`config.mk`:
```
export PLATFORM = sky130hd
export DESIGN_NAME = telecontrol_link_sequence_window
export DESIGN_NICKNAME = d
export VERILOG_FILES = /design/src/rtl/tlsw_pkg.sv /design/src/rtl/tlsw_front.sv /design/src/rtl/tlsw_fifo.sv /design/src/rtl/tlsw_back.sv /design/src/rtl/telecontrol_link_sequence_window.sv
export VERILOG_INCLUDE_DIRS = /design/src /design/src/rtl
export SDC_FILE = /design/constraint.sdc
export NUM_CORES = 1
export LEC_CHECK = 0
export BUFFER_PORTS_ARGS = -buffer_cell sky130_fd_sc_hd__buf_2
export CELL_PAD_IN_SITES_DETAIL_PLACEMENT = 0
export CELL_PAD_IN_SITES_GLOBAL_PLACEMENT = 1
export CORE_UTILIZATION = 40
export CTS_CLUSTER_DIAMETER = 100
export DETAILED_ROUTE_END_ITERATION = 6
export PLACE_DENSITY = 0.68
export SYNTH_ARGS = -nofsm -noshare
export SYNTH_HDL_FRONTEND = slang
export SYNTH_SLANG_ARGS = --single-unit
export TNS_END_PERCENT = 100
```
`constraint.sdc`:
```
create_clock -name clk -period 16.6 [get_ports clk]
set_input_delay 1.66 -clock clk [delete_from_list [all_inputs] [get_ports clk]]
set_output_delay 1.66 -clock clk [all_outputs]
set_load 0.01 [all_outputs]
```
`src/rtl/telecontrol_link_sequence_window_macros.svh`:
```
// Assertion helpers shared by the session controller modules.
// Each macro expects clk and rst_n in the scope where it is used.
`ifndef TELECONTROL_LINK_SEQUENCE_WINDOW_MACROS_SVH
`define TELECONTROL_LINK_SEQUENCE_WINDOW_MACROS_SVH

// Same-cycle implication, disabled while reset is asserted.
`define TLSW_ASSERT_IMP(lbl, ante, cons, msg) \
  lbl: assert property (@(posedge clk) disable iff (!rst_n) (ante) |-> (cons)) \
    else $error(msg);

// Next-cycle implication, disabled while reset is asserted.
`define TLSW_ASSERT_NXT(lbl, ante, cons, msg) \
  lbl: assert property (@(posedge clk) disable iff (!rst_n) (ante) |=> (cons)) \
    else $error(msg);

`endif

```
`src/rtl/tlsw_pkg.sv`:
```
package tlsw_pkg;

  localparam int SEQ_W  = 15;
  localparam int KIND_W = 4;
  localparam int FUNC_W = 3;
  localparam int CMD_W  = 3;
  localparam int TMR_W  = 8;
  localparam int CFG_IDX_W  = 3;
  localparam int CFG_DATA_W = 15;

  typedef logic [SEQ_W-1:0]  seq_t;
  typedef logic [FUNC_W-1:0] func_t;
  typedef logic [KIND_W-1:0] kind_t;
  typedef logic [CMD_W-1:0]  cmd_t;

  // Input event codes.
  localparam cmd_t CMD_RX_I    = 3'd0;
  localparam cmd_t CMD_RX_S    = 3'd1;
  localparam cmd_t CMD_RX_U    = 3'd2;
  localparam cmd_t CMD_TX_REQ  = 3'd3;
  localparam cmd_t CMD_TICK    = 3'd4;
  localparam cmd_t CMD_CONNECT = 3'd5;

  // U frame functions.
  localparam func_t FN_STARTACT = 3'd0;
  localparam func_t FN_STARTCON = 3'd1;
  localparam func_t FN_STOPACT  = 3'd2;
  localparam func_t FN_STOPCON  = 3'd3;
  localparam func_t FN_TESTACT  = 3'd4;
  localparam func_t FN_TESTCON  = 3'd5;

  // Result kinds.
  localparam kind_t KIND_SEND_I = 4'd0;
  localparam kind_t KIND_SEND_S = 4'd1;
  localparam kind_t KIND_SEND_U = 4'd2;
  localparam kind_t KIND_DATA   = 4'd3;
  localparam kind_t KIND_WAKE   = 4'd4;
  localparam kind_t KIND_ACT    = 4'd5;
  localparam kind_t KIND_DEACT  = 4'd6;
  localparam kind_t KIND_CLOSE  = 4'd7;
  localparam kind_t KIND_REFUSE = 4'd8;

  // Configuration register indexes.
  localparam logic [CFG_IDX_W-1:0] CFG_IS_MASTER    = 3'd0;
  localparam logic [CFG_IDX_W-1:0] CFG_ACK_TIMEOUT  = 3'd1;
  localparam logic [CFG_IDX_W-1:0] CFG_ACK_DELAY    = 3'd2;
  localparam logic [CFG_IDX_W-1:0] CFG_IDLE_TIMEOUT = 3'd3;
  localparam logic [CFG_IDX_W-1:0] CFG_SEND_WINDOW  = 3'd4;
  localparam logic [CFG_IDX_W-1:0] CFG_ACK_WINDOW   = 3'd5;

  localparam logic [TMR_W-1:0] RST_ACK_TIMEOUT  = 8'd15;
  localparam logic [TMR_W-1:0] RST_ACK_DELAY    = 8'd10;
  localparam logic [TMR_W-1:0] RST_IDLE_TIMEOUT = 8'd20;
  localparam seq_t             RST_SEND_WINDOW  = 15'd12;
  localparam seq_t             RST_ACK_WINDOW   = 15'd8;

  // One input event gives at most three result beats.
  localparam logic [1:0] MAX_RES = 2'd3;

  typedef struct packed {
    logic             is_master;
    logic [TMR_W-1:0] ack_timeout;
    logic [TMR_W-1:0] ack_delay;
    logic [TMR_W-1:0] idle_timeout;
    seq_t             send_window;
    seq_t             ack_window;
  } cfg_t;

  typedef struct packed {
    logic [TMR_W-1:0] count;
    logic             run;
  } timer_t;

  typedef struct packed {
    seq_t   send_count;
    seq_t   recv_count;
    seq_t   acked_count;
    seq_t   peer_acked_count;
    logic   stopped;
    logic   test_pending;
    timer_t ack_timer;
    timer_t delay_timer;
    timer_t idle_timer;
  } sess_t;

  typedef struct packed {
    kind_t kind;
    seq_t  send_seq;
    seq_t  recv_seq;
    func_t func;
  } res_t;

  // All results of one event, in order; cnt is how many are valid.
  typedef struct packed {
    res_t [2:0] res;
    logic [1:0] cnt;
  } bundle_t;

endpackage

```
`src/rtl/tlsw_front.sv`:
```
module tlsw_front (
  input  logic            clk,
  input  logic            rst_n,
  input  tlsw_pkg::cfg_t  cfg,
  input  logic            in_valid,
  output logic            in_stall,
  input  tlsw_pkg::cmd_t  in_cmd,
  input  tlsw_pkg::seq_t  in_rx_send_seq,
  input  tlsw_pkg::seq_t  in_rx_recv_seq,
  input  tlsw_pkg::func_t in_rx_func,
  input  logic            q_full,
  output logic            push,
  output tlsw_pkg::bundle_t push_data
);
  import tlsw_pkg::*;

  `include "telecontrol_link_sequence_window_macros.svh"

  localparam sess_t SESS_RST = '{
    send_count: '0, recv_count: '0, acked_count: '0, peer_acked_count: '0,
    stopped: 1'b1, test_pending: 1'b0,
    ack_timer: '0, delay_timer: '0, idle_timer: '0
  };

  function automatic bundle_t add_res(bundle_t b, kind_t k, seq_t ns, seq_t nr, func_t fn);
    bundle_t r;
    r = b;
    if (r.cnt != MAX_RES) begin
      r.res[r.cnt].kind     = k;
      r.res[r.cnt].send_seq = ns;
      r.res[r.cnt].recv_seq = nr;
      r.res[r.cnt].func     = fn;
      r.cnt                 = r.cnt + 2'd1;
    end
    return r;
  endfunction

  function automatic timer_t tmr_start(logic [TMR_W-1:0] v);
    timer_t t;
    t.count = v;
    t.run   = 1'b1;
    return t;
  endfunction

  // A running timer expires on the tick that finds it at one or zero.
  function automatic logic tmr_due(timer_t t);
    return t.run && (t.count <= 8'd1);
  endfunction

  function automatic timer_t tmr_dec(timer_t t);
    timer_t r;
    r = t;
    if (t.run) begin
      r.count = t.count - 8'd1;
    end
    return r;
  endfunction

  sess_t   sess_r;
  sess_t   sess_nxt;
  bundle_t bnd;
  logic    accept;
  logic    ctl_stopped;
  seq_t    ack_span;
  seq_t    nr_span;
  seq_t    recv_inc;
  seq_t    unacked_in;
  logic    bad_ack;
  logic    ack_all;

  assign in_stall    = q_full;
  assign accept      = in_valid && !q_full;
  assign ctl_stopped = !cfg.is_master && sess_r.stopped;
  assign ack_span    = sess_r.send_count - sess_r.acked_count;
  assign nr_span     = in_rx_recv_seq - sess_r.acked_count;
  assign bad_ack     = nr_span > ack_span;
  assign ack_all     = in_rx_recv_seq == sess_r.send_count;
  assign recv_inc    = sess_r.recv_count + 15'd1;
  assign unacked_in  = recv_inc - sess_r.peer_acked_count;

  always_comb begin
    sess_nxt = sess_r;
    bnd      = '0;
    if (accept) begin
      unique case (in_cmd)
        CMD_RX_I: begin
          sess_nxt.idle_timer = tmr_start(cfg.idle_timeout);
          if (!ctl_stopped) begin
            if (bad_ack) begin
              bnd      = add_res(bnd, KIND_CLOSE, '0, '0, '0);
              sess_nxt = SESS_RST;
            end else begin
              sess_nxt.acked_count = in_rx_recv_seq;
              if (ack_all) begin
                sess_nxt.ack_timer = '0;
                bnd = add_res(bnd, KIND_WAKE, '0, '0, '0);
              end
              sess_nxt.delay_timer = tmr_start(cfg.ack_delay);
              if (in_rx_send_seq != sess_r.recv_count) begin
                bnd      = add_res(bnd, KIND_CLOSE, '0, '0, '0);
                sess_nxt = SESS_RST;
              end else begin
                sess_nxt.recv_count = recv_inc;
                if (unacked_in == cfg.ack_window) begin
                  bnd = add_res(bnd, KIND_SEND_S, '0, recv_inc, '0);
                  sess_nxt.peer_acked_count = recv_inc;
                end
                bnd = add_res(bnd, KIND_DATA, in_rx_send_seq, '0, '0);
              end
            end
          end
        end
        CMD_RX_S: begin
          sess_nxt.idle_timer = tmr_start(cfg.idle_timeout);
          if (bad_ack) begin
            bnd      = add_res(bnd, KIND_CLOSE, '0, '0, '0);
            sess_nxt = SESS_RST;
          end else begin
            sess_nxt.acked_count = in_rx_recv_seq;
            if (ack_all) begin
              sess_nxt.ack_timer = '0;
              bnd = add_res(bnd, KIND_WAKE, '0, '0, '0);
            end
          end
        end
        CMD_RX_U: begin
          sess_nxt.idle_timer = tmr_start(cfg.idle_timeout);
          unique case (in_rx_func)
            FN_STARTACT: begin
              if (cfg.is_master) begin
                bnd      = add_res(bnd, KIND_CLOSE, '0, '0, '0);
                sess_nxt = SESS_RST;
              end else begin
                sess_nxt.stopped = 1'b0;
                bnd = add_res(bnd, KIND_SEND_U, '0, '0, FN_STARTCON);
                bnd = add_res(bnd, KIND_ACT, '0, '0, '0);
              end
            end
            FN_STARTCON: begin
              if (!cfg.is_master) begin
                bnd      = add_res(bnd, KIND_CLOSE, '0, '0, '0);
                sess_nxt = SESS_RST;
              end else begin
                sess_nxt.ack_timer = '0;
                sess_nxt.stopped   = 1'b0;
                bnd = add_res(bnd, KIND_ACT, '0, '0, '0);
              end
            end
            FN_STOPACT: begin
              if (cfg.is_master) begin
                bnd      = add_res(bnd, KIND_CLOSE, '0, '0, '0);
                sess_nxt = SESS_RST;
              end else begin
                sess_nxt.stopped = 1'b1;
                bnd = add_res(bnd, KIND_SEND_U, '0, '0, FN_STOPCON);
                bnd = add_res(bnd, KIND_DEACT, '0, '0, '0);
              end
            end
            FN_STOPCON: begin
              if (!cfg.is_master) begin
                bnd      = add_res(bnd, KIND_CLOSE, '0, '0, '0);
                sess_nxt = SESS_RST;
              end else begin
                sess_nxt.stopped = 1'b1;
                bnd = add_res(bnd, KIND_DEACT, '0, '0, '0);
              end
            end
            FN_TESTACT: begin
              bnd = add_res(bnd, KIND_SEND_U, '0, '0, FN_TESTCON);
              if (!cfg.is_master && !sess_r.test_pending) begin
                sess_nxt.idle_timer = '0;
              end
            end
            FN_TESTCON: begin
              if (!sess_r.test_pending) begin
                bnd      = add_res(bnd, KIND_CLOSE, '0, '0, '0);
                sess_nxt = SESS_RST;
              end else begin
                sess_nxt.ack_timer    = '0;
                sess_nxt.test_pending = 1'b0;
              end
            end
            default: begin
            end
          endcase
        end
        CMD_TX_REQ: begin
          if (ctl_stopped || (ack_span >= cfg.send_window)) begin
            bnd = add_res(bnd, KIND_REFUSE, '0, '0, '0);
          end else begin
            bnd = add_res(bnd, KIND_SEND_I, sess_r.send_count, sess_r.recv_count, '0);
            sess_nxt.ack_timer  = tmr_start(cfg.ack_timeout);
            sess_nxt.send_count = sess_r.send_count + 15'd1;
          end
        end
        CMD_TICK: begin
          if (tmr_due(sess_r.ack_timer)) begin
            bnd      = add_res(bnd, KIND_CLOSE, '0, '0, '0);
            sess_nxt = SESS_RST;
          end else begin
            sess_nxt.ack_timer = tmr_dec(sess_r.ack_timer);
            if (tmr_due(sess_r.delay_timer)) begin
              sess_nxt.delay_timer      = '0;
              sess_nxt.peer_acked_count = sess_r.recv_count;
              bnd = add_res(bnd, KIND_SEND_S, '0, sess_r.recv_count, '0);
            end else begin
              sess_nxt.delay_timer = tmr_dec(sess_r.delay_timer);
            end
            if (tmr_due(sess_r.idle_timer)) begin
              sess_nxt.idle_timer   = '0;
              sess_nxt.ack_timer    = tmr_start(cfg.ack_timeout);
              sess_nxt.test_pending = 1'b1;
              bnd = add_res(bnd, KIND_SEND_U, '0, '0, FN_TESTACT);
            end else begin
              sess_nxt.idle_timer = tmr_dec(sess_r.idle_timer);
            end
          end
        end
        CMD_CONNECT: begin
          sess_nxt = SESS_RST;
          if (cfg.is_master) begin
            bnd = add_res(bnd, KIND_SEND_U, '0, '0, FN_STARTACT);
            sess_nxt.ack_timer = tmr_start(cfg.ack_timeout);
          end
        end
        default: begin
        end
      endcase
    end
  end

  assign push      = accept && (bnd.cnt != 2'd0);
  assign push_data = bnd;

  always_ff @(posedge clk) begin
    if (!rst_n) begin
      sess_r <= SESS_RST;
    end else begin
      sess_r <= sess_nxt;
    end
  end

  // An expiring t1 ends the session and closes alone.
  `TLSW_ASSERT_IMP(a_t1_close_alone,
    accept && (in_cmd == CMD_TICK) && sess_r.ack_timer.run && (sess_r.ack_timer.count <= 8'd1),
    push && (push_data.cnt == 2'd1) && (push_data.res[0].kind == KIND_CLOSE),
    "t1 expiry did not give a single close")
  // A transmit request always gives exactly one beat: a stamped I frame or a refusal.
  `TLSW_ASSERT_IMP(a_tx_one_beat, accept && (in_cmd == CMD_TX_REQ),
    push && (push_data.cnt == 2'd1), "tx request did not give one beat")

endmodule

```
`src/rtl/tlsw_fifo.sv`:
```
module tlsw_fifo #(
  parameter int DEPTH = 2
) (
  input  logic              clk,
  input  logic              rst_n,
  input  logic              push,
  input  tlsw_pkg::bundle_t din,
  output logic              full,
  input  logic              pop,
  output logic              head_valid,
  output tlsw_pkg::bundle_t head
);
  import tlsw_pkg::*;

  `include "telecontrol_link_sequence_window_macros.svh"

  localparam int PTR_W = $clog2(DEPTH);
  localparam int CNT_W = $clog2(DEPTH + 1);

  bundle_t            mem [DEPTH];
  logic [PTR_W-1:0]   wr_ptr_r;
  logic [PTR_W-1:0]   wr_ptr_nxt;
  logic [PTR_W-1:0]   rd_ptr_r;
  logic [PTR_W-1:0]   rd_ptr_nxt;
  logic [CNT_W-1:0]   count_r;
  logic [CNT_W-1:0]   count_nxt;

  assign full       = count_r == CNT_W'(DEPTH);
  assign head_valid = count_r != '0;
  assign head       = mem[rd_ptr_r];

  always_comb begin
    wr_ptr_nxt = wr_ptr_r;
    rd_ptr_nxt = rd_ptr_r;
    count_nxt  = count_r;
    if (push) begin
      wr_ptr_nxt = (wr_ptr_r == PTR_W'(DEPTH - 1)) ? '0 : wr_ptr_r + 1'b1;
    end
    if (pop) begin
      rd_ptr_nxt = (rd_ptr_r == PTR_W'(DEPTH - 1)) ? '0 : rd_ptr_r + 1'b1;
    end
    if (push && !pop) begin
      count_nxt = count_r + 1'b1;
    end else if (pop && !push) begin
      count_nxt = count_r - 1'b1;
    end
  end

  always_ff @(posedge clk) begin
    if (push) begin
      mem[wr_ptr_r] <= din;
    end
  end

  always_ff @(posedge clk) begin
    if (!rst_n) begin
      wr_ptr_r <= '0;
      rd_ptr_r <= '0;
      count_r  <= '0;
    end else begin
      wr_ptr_r <= wr_ptr_nxt;
      rd_ptr_r <= rd_ptr_nxt;
      count_r  <= count_nxt;
    end
  end

  // A lone write that finds room grows the occupancy by one.
  `TLSW_ASSERT_NXT(a_fifo_grow, push && !pop && !full,
    count_r == CNT_W'($past(count_r) + 1'b1), "queue occupancy did not grow")

endmodule

```
`src/rtl/tlsw_back.sv`:
```
module tlsw_back (
  input  logic              clk,
  input  logic              rst_n,
  input  logic              head_valid,
  input  tlsw_pkg::bundle_t head,
  output logic              pop,
  output logic              out_valid,
  input  logic              out_stall,
  output tlsw_pkg::kind_t   out_kind,
  output tlsw_pkg::seq_t    out_send_seq,
  output tlsw_pkg::seq_t    out_recv_seq,
  output tlsw_pkg::func_t   out_func,
  output logic              out_last
);
  import tlsw_pkg::*;

  `include "telecontrol_link_sequence_window_macros.svh"

  logic [1:0] idx_r;
  logic [1:0] idx_nxt;
  logic       out_valid_r;
  logic       out_valid_nxt;
  res_t       beat_r;
  logic       last_r;
  logic       load;
  logic       last_beat;

  assign load      = head_valid && (!out_valid_r || !out_stall);
  assign last_beat = idx_r == (head.cnt - 2'd1);
  assign pop       = load && last_beat;

  always_comb begin
    idx_nxt       = idx_r;
    out_valid_nxt = out_valid_r && out_stall;
    if (load) begin
      out_valid_nxt = 1'b1;
      idx_nxt       = last_beat ? 2'd0 : idx_r + 2'd1;
    end
  end

  always_ff @(posedge clk) begin
    if (load) begin
      beat_r <= head.res[idx_r];
      last_r <= last_beat;
    end
  end

  always_ff @(posedge clk) begin
    if (!rst_n) begin
      idx_r       <= '0;
      out_valid_r <= 1'b0;
    end else begin
      idx_r       <= idx_nxt;
      out_valid_r <= out_valid_nxt;
    end
  end

  assign out_valid    = out_valid_r;
  assign out_kind     = beat_r.kind;
  assign out_send_seq = beat_r.send_seq;
  assign out_recv_seq = beat_r.recv_seq;
  assign out_func     = beat_r.func;
  assign out_last     = last_r;

  // Only events with results are queued, so a queued bundle is never empty.
  `TLSW_ASSERT_IMP(a_head_not_empty, head_valid, head.cnt != 2'd0,
    "empty result bundle reached the output side")

endmodule

```
`src/rtl/telecontrol_link_sequence_window.sv`:
```
// Link session controller for a 104-style telecontrol connection.
// The input channel (in_valid/in_stall) carries one event per beat: a decoded
// received I, S or U frame, a transmit request, a one-second tick or a connect.
// The output channel (out_valid/out_stall) carries one result per beat: a frame
// to send or an indication to the user; out_last marks the final beat of an event.
// An event may give no result, or one to three beats.
// The front end updates the sequence numbers, flags and timers in the cycle
// the event is accepted and files all of its results as one bundle in a short
// queue; the back end plays bundles out from an output register, one beat per
// cycle while the receiver does not stall. A beat passes the queue and then the
// output register. Throughput: one event per cycle while each event gives at
// most one beat and nothing stalls; an event with n results takes n output beats,
// which bounds the sustained rate. in_stall rises only when the queue of QDEPTH
// bundles is full. When the receiver stalls, the beat held on the output stays put,
// the queue fills, and then the input is stalled; nothing is lost or repeated.
// Reset (synchronous, active low) clears the session to stopped with all
// sequence numbers zero and all timers stopped, empties the queue and loads the
// default configuration. Configuration registers are written through cfg_we,
// cfg_index and cfg_wdata and must only change while the block is idle.
module telecontrol_link_sequence_window #(
  parameter int QDEPTH = 2
) (
  input  logic                                   clk,
  input  logic                                   rst_n,
  input  logic                                   cfg_we,
  input  logic [tlsw_pkg::CFG_IDX_W-1:0]         cfg_index,
  input  logic [tlsw_pkg::CFG_DATA_W-1:0]        cfg_wdata,
  input  logic                                   in_valid,
  output logic                                   in_stall,
  input  tlsw_pkg::cmd_t                         in_cmd,
  input  tlsw_pkg::seq_t                         in_rx_send_seq,
  input  tlsw_pkg::seq_t                         in_rx_recv_seq,
  input  tlsw_pkg::func_t                        in_rx_func,
  output logic                                   out_valid,
  input  logic                                   out_stall,
  output tlsw_pkg::kind_t                        out_kind,
  output tlsw_pkg::seq_t                         out_send_seq,
  output tlsw_pkg::seq_t                         out_recv_seq,
  output tlsw_pkg::func_t                        out_func,
  output logic                                   out_last
);
  import tlsw_pkg::*;

  // Configuration registers; the session logic reads them as one struct.
  cfg_t    cfg_r;
  cfg_t    cfg_nxt;
  logic    q_full;
  logic    q_push;
  bundle_t q_din;
  logic    q_pop;
  logic    q_head_valid;
  bundle_t q_head;

  always_comb begin
    cfg_nxt = cfg_r;
    if (cfg_we) begin
      unique case (cfg_index)
        CFG_IS_MASTER:    cfg_nxt.is_master    = cfg_wdata[0];
        CFG_ACK_TIMEOUT:  cfg_nxt.ack_timeout  = cfg_wdata[TMR_W-1:0];
        CFG_ACK_DELAY:    cfg_nxt.ack_delay    = cfg_wdata[TMR_W-1:0];
        CFG_IDLE_TIMEOUT: cfg_nxt.idle_timeout = cfg_wdata[TMR_W-1:0];
        CFG_SEND_WINDOW:  cfg_nxt.send_window  = cfg_wdata[SEQ_W-1:0];
        CFG_ACK_WINDOW:   cfg_nxt.ack_window   = cfg_wdata[SEQ_W-1:0];
        default: begin
          // Writes to unused indexes are dropped.
        end
      endcase
    end
  end

  always_ff @(posedge clk) begin
    if (!rst_n) begin
      cfg_r.is_master    <= 1'b0;
      cfg_r.ack_timeout  <= RST_ACK_TIMEOUT;
      cfg_r.ack_delay    <= RST_ACK_DELAY;
      cfg_r.idle_timeout <= RST_IDLE_TIMEOUT;
      cfg_r.send_window  <= RST_SEND_WINDOW;
      cfg_r.ack_window   <= RST_ACK_WINDOW;
    end else begin
      cfg_r <= cfg_nxt;
    end
  end

  // Front end: takes events and runs the session state machine.
  tlsw_front u_front (
    .clk            (clk),
    .rst_n          (rst_n),
    .cfg            (cfg_r),
    .in_valid       (in_valid),
    .in_stall       (in_stall),
    .in_cmd         (in_cmd),
    .in_rx_send_seq (in_rx_send_seq),
    .in_rx_recv_seq (in_rx_recv_seq),
    .in_rx_func     (in_rx_func),
    .q_full         (q_full),
    .push           (q_push),
    .push_data      (q_din)
  );

  // Queue of result bundles between the two sides.
  tlsw_fifo #(
    .DEPTH (QDEPTH)
  ) u_fifo (
    .clk        (clk),
    .rst_n      (rst_n),
    .push       (q_push),
    .din        (q_din),
    .full       (q_full),
    .pop        (q_pop),
    .head_valid (q_head_valid),
    .head       (q_head)
  );

  // Back end: splits each bundle into output beats.
  tlsw_back u_back (
    .clk          (clk),
    .rst_n        (rst_n),
    .head_valid   (q_head_valid),
    .head         (q_head),
    .pop          (q_pop),
    .out_valid    (out_valid),
    .out_stall    (out_stall),
    .out_kind     (out_kind),
    .out_send_seq (out_send_seq),
    .out_recv_seq (out_recv_seq),
    .out_func     (out_func),
    .out_last     (out_last)
  );

endmodule

```
# Word-level counts from Yosys, hierarchy flattened
# Memories as Yosys holds them, arrays and structs flattened. A register that Yosys moved wholly into a read port is not among the register bits.
# Index checks and enable logic that the tools add are counted.
[classes]
n_addsub = 19
n_lt_le_gt_ge = 16
n_eq_ne = 40
muxes = 166
n_reduce_logical = 53
[op_table]
columns = ["operator", "count"]
rows = [
  ["113-bit two-way mux", 28],
  ["111-bit bitwise mux", 24],
  ["37-bit demux with 2-bit select", 20],
  ["113-bit one-hot mux with 6 select lines", 2],
  ["80-bit one-hot mux with 5 select lines", 1],
  ["39-bit two-way mux", 9],
  ["37-bit two-way mux", 8],
  ["47-bit one-hot mux with 5 select lines", 1],
  ["89-bit two-way mux", 2],
  ["33-bit two-way mux", 5],
  ["18-bit two-way mux", 8],
  ["15-bit two-way mux", 9],
  ["60-bit two-way mux", 2],
  ["15-bit one-hot mux with 6 select lines", 1],
  ["18-bit one-hot mux with 5 select lines", 1],
  ["28-bit two-way mux", 3],
  ["38-bit two-way mux", 2],
  ["37-bit binary-select mux with 2-bit select", 1],
  ["36-bit two-way mux", 2],
  ["9-bit two-way mux", 7],
  ["61-bit two-way mux", 1],
  ["9-bit one-hot mux with 6 select lines", 1],
  ["45-bit two-way mux", 1],
  ["9-bit one-hot mux with 5 select lines", 1],
  ["other kinds (46)", 154],
]
[totals]
ff_bits = 189
ram_bits = 226
in_bits = 59
out_inout_bits = 40
word_cells = 323
n_memories = 1
[mem_list]
columns = ["memory", "words", "word_bits", "rd", "rd_ports_with_merged_regs", "wr", "line_no", "rtl"]
rows = [
  ["u_fifo.mem", 2, 113, 1, 1, 1, "tlsw_fifo.sv:20", "bundle_t mem [DEPTH];"],
]

# Longest topological paths before layout
# Gate-level depths: netlist (run 1).
[depth]
depth_word = 41
depth_mapped = 28

# Hierarchy
# A second synthesis (run 1) with hierarchy kept.
[unflattened]
cells_unflattened = 2063
hier_area_um2 = 22656.7
[modules_own_cells]
columns = ["module", "n_inst", "cells_per_inst", "area_per_inst_um2", "seq_area_each_um2"]
rows = [
  ["tlsw_front", 1, 1300, 9758.1, 1781.7],
  ["tlsw_fifo", 1, 374, 8667.1, 6886.6],
  ["telecontrol_link_sequence_window", 1, 206, 2143.3, 1101.1],
  ["tlsw_back", 1, 183, 2088.3, 1201.2],
]

# Worst setup path before layout (run 1)
# Ideal clock, no wire load.
[synth_timing]
path_kind = "input-to-reg"
start = "input in_rx_recv_seq[0]"
end = "memory u_fifo.mem[0][0] (netlist bit) (enable)"
arrival_ps = 9285
slack_ps = 6778
stages = 23
n_path_buf = 1
cell_sequence = "inv_1 > ha_1 > inv_1 > fa_1 > a21o_1 > a21oi_1 > o21bai_1 > a31o_2 > a41oi_1 > a211oi_1 > o21a_1 > nor2_1 > xnor2_1 > ha_1 > nand4_1 > nor4_2 > or2_2 > buf_2 > nand2_1 > or3_1 > a31oi_1 > nor2_1 > nor2_1"
[synth_lines]
columns = ["item", "line_no", "rtl"]
rows = [
  ["from (decl)", "telecontrol_link_sequence_window.sv:32", "input tlsw_pkg::seq_t in_rx_recv_seq,"],
  ["to (decl)", "tlsw_fifo.sv:20", ""],
]

==> reports/results.ini, run 1 <==
[power_and_ir_drop]
power-per-cell-area_nw_per_um2=110
p_comb_frac=0.182
sw_frac_of_total=0.273
p_leak_nw=8.19
power_switching_mw=0.676
internal_power_mw=1.80
p_clk_frac=0.387
p_total_mw=2.48
seq_power_share=0.431
ir_drop_uv=67.3

[synth]
synthMuxAreaShare=0.0545
netlist_instances=1980
yosysWarnings=0
ys_types=87
ys.flop_type=edfxtp_1
synth_compound_area_frac=0.161
asyncSetResetFlopFracSynth=0
synth_top_family_by_area=compound AO/OA/AOI/OAI gates
synth_edf_count=216
syn_nets=2131
syn_avg_cell_area_um2=10.2
synthSimpleGateAreaFrac=0.161
yosys.area_share.xor_xnor=0.0448
synth-adder-area-share=0.0583
yosys_register_bits=368
ys_seq_area_frac=0.474
netlist_area_um2=20100

[drt]
antenna_left=0
drc_errors=0
dr.first_iter.drc_count=1138
routedWlPerCell_um=20.2
drtPass1Iterations=5
wl_um=55200
vias_per_cell=5.56
vias=15187

[global_route]
first_global_vias=14662
antenna_found_initial=0
grt_pass1_wl_um=85600
track_usage=0.217
overflow=0
grt_max_degree=88

[timing]
post-route-period-util=0.447
finalWorstSetupSlack_ps=9180
finalSetupViolCount=0
worst_slew_margin_rel=0.158
min_period_ps=7420
rsz0062_at_grt=false
tns_ps=0
tightest_slew_ps=1240
timing.final.hold_violations=0
drv_slew=0
fmax_mhz=135
fin_skew_ps=18.3

[clock_network]
numCtsBuffers=42
cts_root_buffer=clkbuf_16
clock_path_buffers=3
post_cts_buffers=0
clkLatencyLatePin_ps=570
cts_resized=0
clkTransAtPathRegs_ps=60
cts_htree_levels=2
clock_sinks=368
cts_tree=yes
hold_buffers=0

[final_layout]
final_cell_mix=216 x edfxtp_1, 174 x nand2_1, 158 x nor2_1
area_growth_syn_to_layout_pct=12.3
diodes=0
layout_commonest_cell=edfxtp_1
final_area_um2=22600
regArea_um2=9530
layout.nets=2186
drive_gt1_frac=0.131
multiInputGateArea_um2=9680
fillers=4694
final_util=0.459

[floorplanning]
num_rows=81
die_w_um=226
ioPinCount=99
core_um2=49300
dieHeight_um=226
start_util=0.408
dieArea_um2=51200

[setup_path]
rrSetupSlack_ps=9250
worst-setup-path-type=in2reg
crit_path_start_kind=input pin
critPathRequiredTime_ps=16790
cp-end-kind=flop
critPathMostFrequentCell=nor2_1
cp_slowest_cell=buf_4
max_stage_delay_ps=630
crit_fanout=47
arrival_ps=7610

[place]
gp_congestion=0.876
hpwl_um=40000
io_buffers=98
placed_cell_area_um2=21200
place_ws_ps=8560

[outcome]
status=finished clean

[flow_run]
max_cap_violations=0

[hold_path]
hold_path_class=reg2reg

## power by group through the flow
stage               Combinational [mW]  Clock (mW)  Sequential, mW
floorplan                        0.300           0            1.10
global placement                 0.451           0            1.09
detailed placement               0.454           0            1.09
CTS                              0.456       0.984            1.07
global route                     0.500        1.02            1.08
finish                           0.450       0.959            1.07
## logic make-up (layout without fill, tap and decap cells)
logic type	count (synthesis)	in the layout
flip-flops	368	368
buffers and inverters	231	318
XOR/XNOR	103	103
AND/OR/NAND/NOR	631	631
adder cells (fa/ha/maj)	92	92
AO/OA/AOI/OAI	488	488
multiplexers	67	67
## synth_stat cells (all sizes together), types with 7 or more instances
library cell  number  area [µm²]
nand2            174         653
o221ai            11        96.3
o211a             15         150
inv              124         465
mux2i             32         320
and2              40         250
a22oi             69         518
edfxtp           216        6490
nand3             45         250
a31oi             17         106
o31ai              7        52.6
dfxtp            152        3040
a21oi            130         662
or3               15        95.1
a211oi            17         128
nor4              13         118
nand2b            21         131
o211ai             8        60.1
xor2              32         280
o21a              16         120
ha                89        1110
clkbuf            74         278
nor2             169         709
or2                8        50.1
o21ai             94         474
buf               33         201
nor2b             35         219
nor3              42         238
mux4              34         766
a21o              20         150
xnor2             71         622
nand4             23         178
o22ai             25         163
and3              21         131
## registers in the layout, summed over array words and instances (netlist names), named ones only
signal	count
u_fifo.mem	178
u_front.sess_r	89
cfg_r	55
u_back.out_recv_seq	15
u_back.out_send_seq	15
u_back.out_kind	4
u_back.out_func	3
u_back.idx_r	2
u_fifo.count_r	2
u_back.out_last	1
u_back.out_valid	1
u_fifo.rd_ptr_r	1
u_fifo.wr_ptr_r	1
## worst paths after layout
check	from	cells after the start	to
setup / recovery	in_rx_recv_seq[0]	26	u_fifo.mem[0][103]$_DFFE_PP_
hold / removal	cfg_r[19]$_SDFFE_PN0P_	2	cfg_r[19]$_SDFFE_PN0P_
setup reg to reg	u_front.sess_r[59]$_SDFFE_PN0P_	24	u_fifo.mem[0][103]$_DFFE_PP_
hold reg to reg	cfg_r[19]$_SDFFE_PN0P_	2	cfg_r[19]$_SDFFE_PN0P_
## cell type report
type	instances	area share
timing repair buffer	118	0.0284
inverter	124	0.0207
tap	664	0.0368
sequential	368	0.422
clock inverter	22	0.0132
multi-input combinational	1381	0.429
clock buffer	54	0.0503
## per-stage QoR
step / instances / hold slack (ps)
6_report: 2731 / 456
5_1_grt: 2731 / 474
3_5_place_dp: 2655 / 451
4_1_cts: 2731 / 459
3_3_place_gp: 2655 / 445
2_1_floorplan: 1980 / 436
## worst max-delay path: cells and delay by family
kind / cells / cell delay (ps)
AO/OA/AOI/OAI: 9 / 1980
buffers and inverters: 5 / 1330
XOR/XNOR: 1 / 80
adder cells (fa/ha/maj): 3 / 870
AND/OR/NAND/NOR: 8 / 1620
## layer usage
| layer | vias to the layer above | share of wire | routed length (µm) | GRT usage |
|---|---|---|---|---|
| met3 | 81 | 0.044 | 2460 | 0.0280 |
| met5 | - | 0 | 0 | 0 |
| li1 | 7367 | - | - | - |
| met2 | 373 | 0.46 | 25500 | 0.350 |
| met4 | 0 | 0.024 | 1320 | 0.0663 |
| met1 | 7366 | 0.47 | 26000 | 0.304 |
Note: power is estimated with default switching activity, not from simulation.
==> run 2: changes to the inputs <==
clock period = 7.4 ns   (was 16.6 ns; I/O delays follow)
==> run 2 against run 1 <==
Against the previous run:
- critical path depth fell by 1
- non-clock buffer count grew 10
- global-route usage increased by 0.51 points
- clock power is 130% higher
- die area is the same
- cell count grew 0.37%
- sequential power grew 120%
- critical path type is now reg2reg
==> reports/results.ini, run 2 (same netlist as run 1, synthesis figures left out) <==
[global_route]
antenna_found_initial=0  ; unchanged
first_global_vias=14656  ; was 14662
grt_pass1_wl_um=86700  ; was 85600 µm
track_usage=0.222  ; was 0.217
overflow=0  ; unchanged
grt_max_degree=57  ; was 88

[final_layout]
reg.largest.list=u_fifo.mem x178, u_front.sess_r x89, cfg_r x55  ; unchanged
final_cell_mix=216 x edfxtp_1, 174 x nand2_1, 158 x nor2_1  ; unchanged
multiInputGateArea_um2=9690  ; was 9680 µm²
regArea_um2=9530  ; unchanged
instances_no_fill=2741  ; was 2731
layout.nets=2195  ; was 2186
fillers=4680  ; was 4694
drive_gt1_frac=0.138  ; was 0.131
layout_commonest_cell=edfxtp_1  ; unchanged
largest_register_ffs=178  ; unchanged
final_area_um2=22700  ; was 22600 µm²
top_register=u_fifo.mem  ; unchanged
area_growth_syn_to_layout_pct=13.0  ; was 12.3%

[drt]
drtPass1Iterations=6  ; was 5
antenna_left=0  ; unchanged
dr.first_iter.drc_count=1149  ; was 1138
wl_um=56500  ; was 55200 µm
vias_per_cell=5.56  ; about the same
drc_errors=0  ; unchanged
vias=15231  ; was 15187
routedWlPerCell_um=20.6  ; was 20.2 µm

[clock_network]
post_cts_buffers=0  ; unchanged
cts_root_buffer=clkbuf_16  ; unchanged
clkTransAtPathRegs_ps=60  ; about the same
hold_buffers=0  ; unchanged
clkLatencyLatePin_ps=580  ; was 570 ps
cts_htree_levels=2  ; unchanged
cts_tree=yes  ; unchanged
numCtsBuffers=41  ; was 42
clock_path_buffers=3  ; unchanged
cts_resized=0  ; unchanged
clock_sinks=368  ; unchanged

[setup_path]
cp_slowest_cell=dfxtp_1  ; was buf_4
cp-end-kind=flop  ; unchanged
worst-setup-path-type=reg2reg  ; was in2reg
arrival_ps=7180  ; was 7610 ps
critPathMostFrequentCell=ha_1  ; was nor2_1
critPathRequiredTime_ps=7890  ; was 16790 ps
crit_path_start_kind=flop  ; was input pin
crit_fanout=9  ; was 47
max_stage_delay_ps=480  ; was 630 ps

[timing]
min_period_ps=6690
post-route-period-util=0.904
fin_skew_ps=21.1  ; was 18.3 ps
finalSetupViolCount=0  ; unchanged
drv_slew=0  ; unchanged
tightest_slew_ps=1180  ; was 1240 ps
tns_ps=0  ; unchanged
timing.final.hold_violations=0  ; unchanged
worst_slew_margin_rel=0.201  ; was 0.158
rsz0062_at_grt=false  ; unchanged
fmax_mhz=149

[flow_run]
max_cap_violations=0  ; unchanged

[place]
post-place-cells=2665  ; was 2655
gp_congestion=0.849  ; was 0.876
hpwl_um=40900  ; was 40000 µm
placed_cell_area_um2=21300  ; was 21200 µm²
io_buffers=98  ; unchanged

[outcome]
status=finished clean  ; unchanged

[floorplanning]
start_util=0.408  ; unchanged
dieHeight_um=226  ; unchanged
num_rows=81  ; unchanged
core_um2=49300  ; unchanged
ioPinCount=99  ; unchanged
die_w_um=226  ; unchanged
dieArea_um2=51200  ; unchanged

[power_and_ir_drop]
ir_drop_uv=160  ; was 67.3 µV
power-per-cell-area_nw_per_um2=246  ; was 110 nW/µm²
p_leak_nw=8.27  ; was 8.19 nW

[hold_path]
hold_path_class=in2reg  ; was reg2reg

-- run 2: metal layers --
| metal | GRT usage | vias to the layer above | share of wire |
|---|---|---|---|
| met5 | 0 | - | 0 |
| met4 | 0.0861 | 0 | 0.037 |
| met3 | 0.0319 | 91 | 0.052 |
| met2 | 0.347 | 426 | 0.45 |
| met1 | 0.311 | 7335 | 0.46 |
| li1 | - | 7379 | - |
-- run 2: power by group --
group | switching (mW) | internal (mW) | leakage, nW | total, mW
Sequential | 0.0507 | 2.34 | 3.32 | 2.39
Combinational | 0.626 | 0.399 | 4.24 | 1.03
Clock | 0.873 | 1.31 | 0.714 | 2.18
-- run 2: cell type report --
cell class,instances,share of cell area
Multi-Input combinational cell,1381,0.426
Antenna cell,1,0.000110
Tap cell,664,0.0365
Inverter,124,0.0205
Clock inverter,26,0.0143
Clock buffer,49,0.0497
Timing Repair Buffer,128,0.0331
Sequential cell,368,0.419
-- run 2: stage by stage --
step                      setup WS [ps]  total power, mW  hold slack, ps  utilization
final                               708             5.60             416        0.461
after CTS                           705             5.67             382        0.461
after global placement              847             3.47             449        0.432
after floorplan                     290             3.15             436            -
after global routing                222             5.85             408        0.461
after detailed placement            735             3.48             449        0.432
-- run 2: worst paths after layout --
| kind | depth (start not counted) | from | slack [ps] | to |
|---|---|---|---|---|
| worst min-delay path | 3 | cfg_wdata[9] | 420 | cfg_r[24]$_SDFFE_PN0P_ |
| worst max-delay path | 25 | u_front.sess_r[60]$_SDFFE_PN0P_ | 710 | u_fifo.count_r[1]$_SDFFE_PN0P_ |
| worst min register to register | 2 | cfg_r[29]$_SDFFE_PN0P_ | 460 | cfg_r[29]$_SDFFE_PN0P_ |
| worst max register to register | 25 | u_front.sess_r[60]$_SDFFE_PN0P_ | 710 | u_fifo.count_r[1]$_SDFFE_PN0P_ |
-- run 2: critical path: cells and delay by family (launching register included) --
family | cells | cell delay [ps]
compound gates | 5 | 1040
xor+xnor | 2 | 620
fa+ha+maj | 4 | 1510
buf+inv | 3 | 360
flops | 1 | 480
simple gates | 11 | 2560
